## src/isgu_ram.sv

```systemverilog
// ----------------------------------------------------------------------------
// isgu_ram
// Generic simple dual-port RAM: one write port, one read port with
// registered read data.
// ----------------------------------------------------------------------------
module isgu_ram #(
	parameter int WIDTH  = 8,
	parameter int DEPTH  = 64,
	parameter int ADDR_W = (DEPTH > 1) ? $clog2(DEPTH) : 1
) (
	input  logic              clk,
	input  logic              we,
	input  logic [ADDR_W-1:0] waddr,
	input  logic [WIDTH-1:0]  wdata,
	input  logic [ADDR_W-1:0] raddr,
	output logic [WIDTH-1:0]  rdata
);

	logic [WIDTH-1:0] mem [DEPTH];

	// write port
	always_ff @(posedge clk) begin
		if (we) begin
			mem[waddr] <= wdata;
		end
	end

	// registered read port
	always_ff @(posedge clk) begin
		rdata <= mem[raddr];
	end

endmodule

```

## config.mk

```make
export PLATFORM = sky130hd
export DESIGN_NAME = isgu_ram
export DESIGN_NICKNAME = d
export VERILOG_FILES = /design/src/isgu_ram.sv
export SDC_FILE = /design/constraint.sdc
export NUM_CORES = 1
export LEC_CHECK = 0
export ABC_AREA = 1
export BUFFER_PORTS_ARGS = -buffer_cell sky130_fd_sc_hd__buf_2
export CORE_MARGIN = 2
export CORE_UTILIZATION = 57
export DETAILED_ROUTE_END_ITERATION = 6
export GPL_TIMING_DRIVEN = 1
export PLACE_DENSITY = 0.76
export SKIP_LAST_GASP = 1
export SLEW_MARGIN = 20
export SYNTH_ARGS = -nofsm -noshare
export SYNTH_HDL_FRONTEND = slang
export SYNTH_SLANG_ARGS = --single-unit
```

## constraint.sdc

```tcl
create_clock -name clk -period 2.3 [get_ports clk]
set_input_delay 0.46 -clock clk [delete_from_list [all_inputs] [get_ports clk]]
set_output_delay 0.46 -clock clk [all_outputs]
set_load 0.005 [all_outputs]
```

After elaboration in Yosys (flattened, before gate mapping)
Memories as Yosys holds them, arrays and structs flattened. A register that Yosys moved wholly into a read port is not among the register bits.
Index checks and enable logic that the tools add are counted.
- add/sub/neg operators: 0
- multiply operators: 0
- div/mod/pow operators: 0
- order comparisons: 0
- equality and inequality tests: 0
- shifts and indexed selects: 0
- multiplexer cells: 2
- bitwise operators: 0
- reductions and logical operators: 0
- operator list (kind ; number):
    1-bit 2-to-1 mux ; 2
- register bits: 0
- latch bits: 0
- RAM bits: 512
- ROM bits: 0
- output and inout port bits: 8
- memories: 1
- memory list (name ; depth ; width ; read ports ; clocked after Yosys merged registers in ; write ports ; line ; source):
    mem ; 64 ; 8 ; 1 ; 1 ; 1 ; 19 ; logic [WIDTH-1:0] mem [DEPTH];

Depth between registers and ports, before layout
- word-level depth: 2
- gate-level depth with buffers: 12
- depth with buffers taken out: 9

Worst setup path after synthesis
Ideal clock, no wire load.
- path type: input -> register
- start: input port we
- end: memory mem[48][0], enable pin
- library setup time: 0.395 ns
- arrival time: 1.831 ns
- required time: 1.905 ns
- slack: 0.074 ns
- stages on the path: 3
- buffers on the path: 1
- cells stage by stage: clkbuf_1 -> nand4_1 -> nor4_1
- word-level cells in the longest chain between the ends: 2
- ends and longest elaborated chain (element ; line ; source):
    from (decl) ; 12 ; input logic we,
    1-bit 2-to-1 mux ; 23 ; if (we) begin
    1-bit 2-to-1 mux (not written as such) ; 24 ; mem[waddr] <= wdata;
    to (decl) ; 19 ;
No other way between the ends.

==> run metrics <==
Mapped Nets 1827; RePlAce Congestion 0.9011; transition time at the pin with the least slew margin 1101 ps; grt ovf 0; WHS Path Cells 3; synthesized cell area 21340 µm²; layout overhead on the synthesized area 12.38%; layout cell share with drive strength beyond 1 10.97%; die height 197.5 µm; setup repair bufs after CTS 0; total wire length 52560 µm; Peak Freq 621.7 MHz; share of the synthesized area in the top cell type 72.05%; Max Fanout on Critical Path 44; Syn Inst Count 1805; CP arrival 2060 ps; Final nets 1906; global-route wire length before repair 79940 µm; largest net degree at the start of global routing 94; core area 36700 µm²; setup TNS 0 ps; area leader, netlist edfxtp_1; max-cap violations 0; DR vias/cell 6.028; H-tree depth 2; port bufs 29; CTS tree built; critical path launch point raddr[1]; Die ar. 39000 µm²; flops & latches, synth 520; total track usage 27.48%; Num CTS Buffers 50; Crit. End Element flip-flop; Worst R2R Setup Slack 910 ps; final antenna-violating net count 0; clock tree sinks 520; fillcell total 2563; R2R depth 8; final critical-path share of the clock period 69.93%; skew final 14.89 ps; initial antenna violation count 3; Synth warnings 0; vias in the first global route 13790; top_reg_cell synth edfxtp_1; Tightest Hold Check Type primary input to flip-flop; number of flops mapped to enable cells by yosys 512; area of the multi-input gates 4946 µm²; leakage power total 8.829 nW; DRC Markers 0; hold_ws 278.5 ps; Clock Latency Late Sink 570 ps; Worst Hold End rdata[5]; Max IR drop VDD 0.0005362 V; asr flop ratio synth 0%; register area 15530 µm²; sequential area share after synthesis 72.80%; initial drt markers 1855; Fin. Hold Viols 0; Row Count 70; R2R Path Start mem[21][1]; Yosys cell types 16; endpoints failing setup 0; max-slew violations 0; Power Dens Cells 831.0 nW/µm²; clk root buf clkbuf_16; syn_area_per_cell 11.82 µm²; hold_sp raddr[5]; most numerous cell in the Yosys netlist nand2_1; Initial Utilization 58.15%; Slew headroom 26.51%; wire length per cell 22.05 µm; WP data required 2760 ps; Final min period 1608 ps; CTS Hold Bufs 0; CTS clock-pin slew for the worst setup and hold paths 60 ps; Area contributors post-synth edfxtp_1 72%, nand2_1 11%, nand3_1 10%; Max clock buf depth 3; Vias 14370; RSZ-0062 raised after global routing no; design area 23980 µm²; CP Class primary input to flip-flop; hpwl dp 30380 µm; CP Launch Type primary input; status finished, final reports clean; reg2reg end rdata[1]; most instantiated cells after synthesis 648 x nand2_1, 512 x edfxtp_1, 439 x nand3_1; Die W 197.5 µm; 1st-pass router iterations 6; Placement Cell Area 22370 µm²; cts repair resizes 0; IO Pins 30
## through the flow
stage                     instances  setup WS [ps]  util [%]  total power, mW
final                          2384          691.6     65.35            19.93
after floorplan                1805          73.88         -            11.45
after detailed placement       2300          195.1     60.95            11.97
after global placement         2300          223.3     60.95            11.94
after CTS                      2382          677.6     65.33            19.96
after global routing           2384          654.5     65.35            20.45
## critical path, stage by stage
cell     delay, ps
buf_4          140
inv_4          280
buf_12         290
nand3_1        120
nand3_1        120
nand2_1        110
nand2_1         70
nand3_1        150
nand3_1        200
nand2_1         70
## layout by cell type, fill, tap and decap left out, types with 9 or more instances in the layout
| master | synthesis | final |
|---|---|---|
| clkbuf_16 | 0 | 53 |
| buf_12 | 0 | 21 |
| nand3_1 | 439 | 439 |
| nand2_1 | 648 | 648 |
| buf_2 | 37 | 27 |
| inv_1 | 10 | 9 |
| edfxtp_1 | 512 | 512 |
| buf_4 | 14 | 91 |
| nand4_1 | 9 | 9 |
| nor2_1 | 56 | 56 |
## report_power, final
part | switching (mW) | internal, mW | total, mW
sequential | 0.0340 | 10.5 | 10.5
clock | 3.32 | 4.81 | 8.13
combinational | 0.929 | 0.349 | 1.28
total | 4.28 | 15.6 | 19.9
## state kept, by name, indices dropped and copies added (netlist names)
register,count
mem,512
rdata,8
## worst max-delay path by stage
stage                            end  depth (start not counted)
final                       rdata[6]                         10
after global routing        rdata[6]                         10
after CTS                   rdata[2]                          1
after detailed placement    rdata[0]                         10
after global placement      rdata[6]                         10
after floorplan           mem[48][0]                          3
## layer usage
layer / share of wire [%] / global-route usage [%] / vias to the layer above / routed length [µm]
met5: 0.017 / 0 / - / 9
met4: 3.9 / 11.58 / 2 / 2063
met3: 11 / 4.900 / 135 / 5671
met2: 47 / 43.68 / 870 / 24950
met1: 38 / 37.83 / 6865 / 19870
li1: - / - / 6498 / -
## layout make-up
cell class	count	share of cell area (%)
inverter	12	0.2191
clock inverter	22	1.059
sequential	520	64.78
tap	468	2.442
timing repair buffer	140	5.212
antenna	2	0.02087
clock buffer	60	5.640
multi-input combinational	1160	20.63
## cells by family after synthesis
logic type,count (synthesis),synth area share [%]
buf+inv,125,4.022
flops,520,72.80
simple gates,1160,23.18
Power figures use the tool's default switching activity.
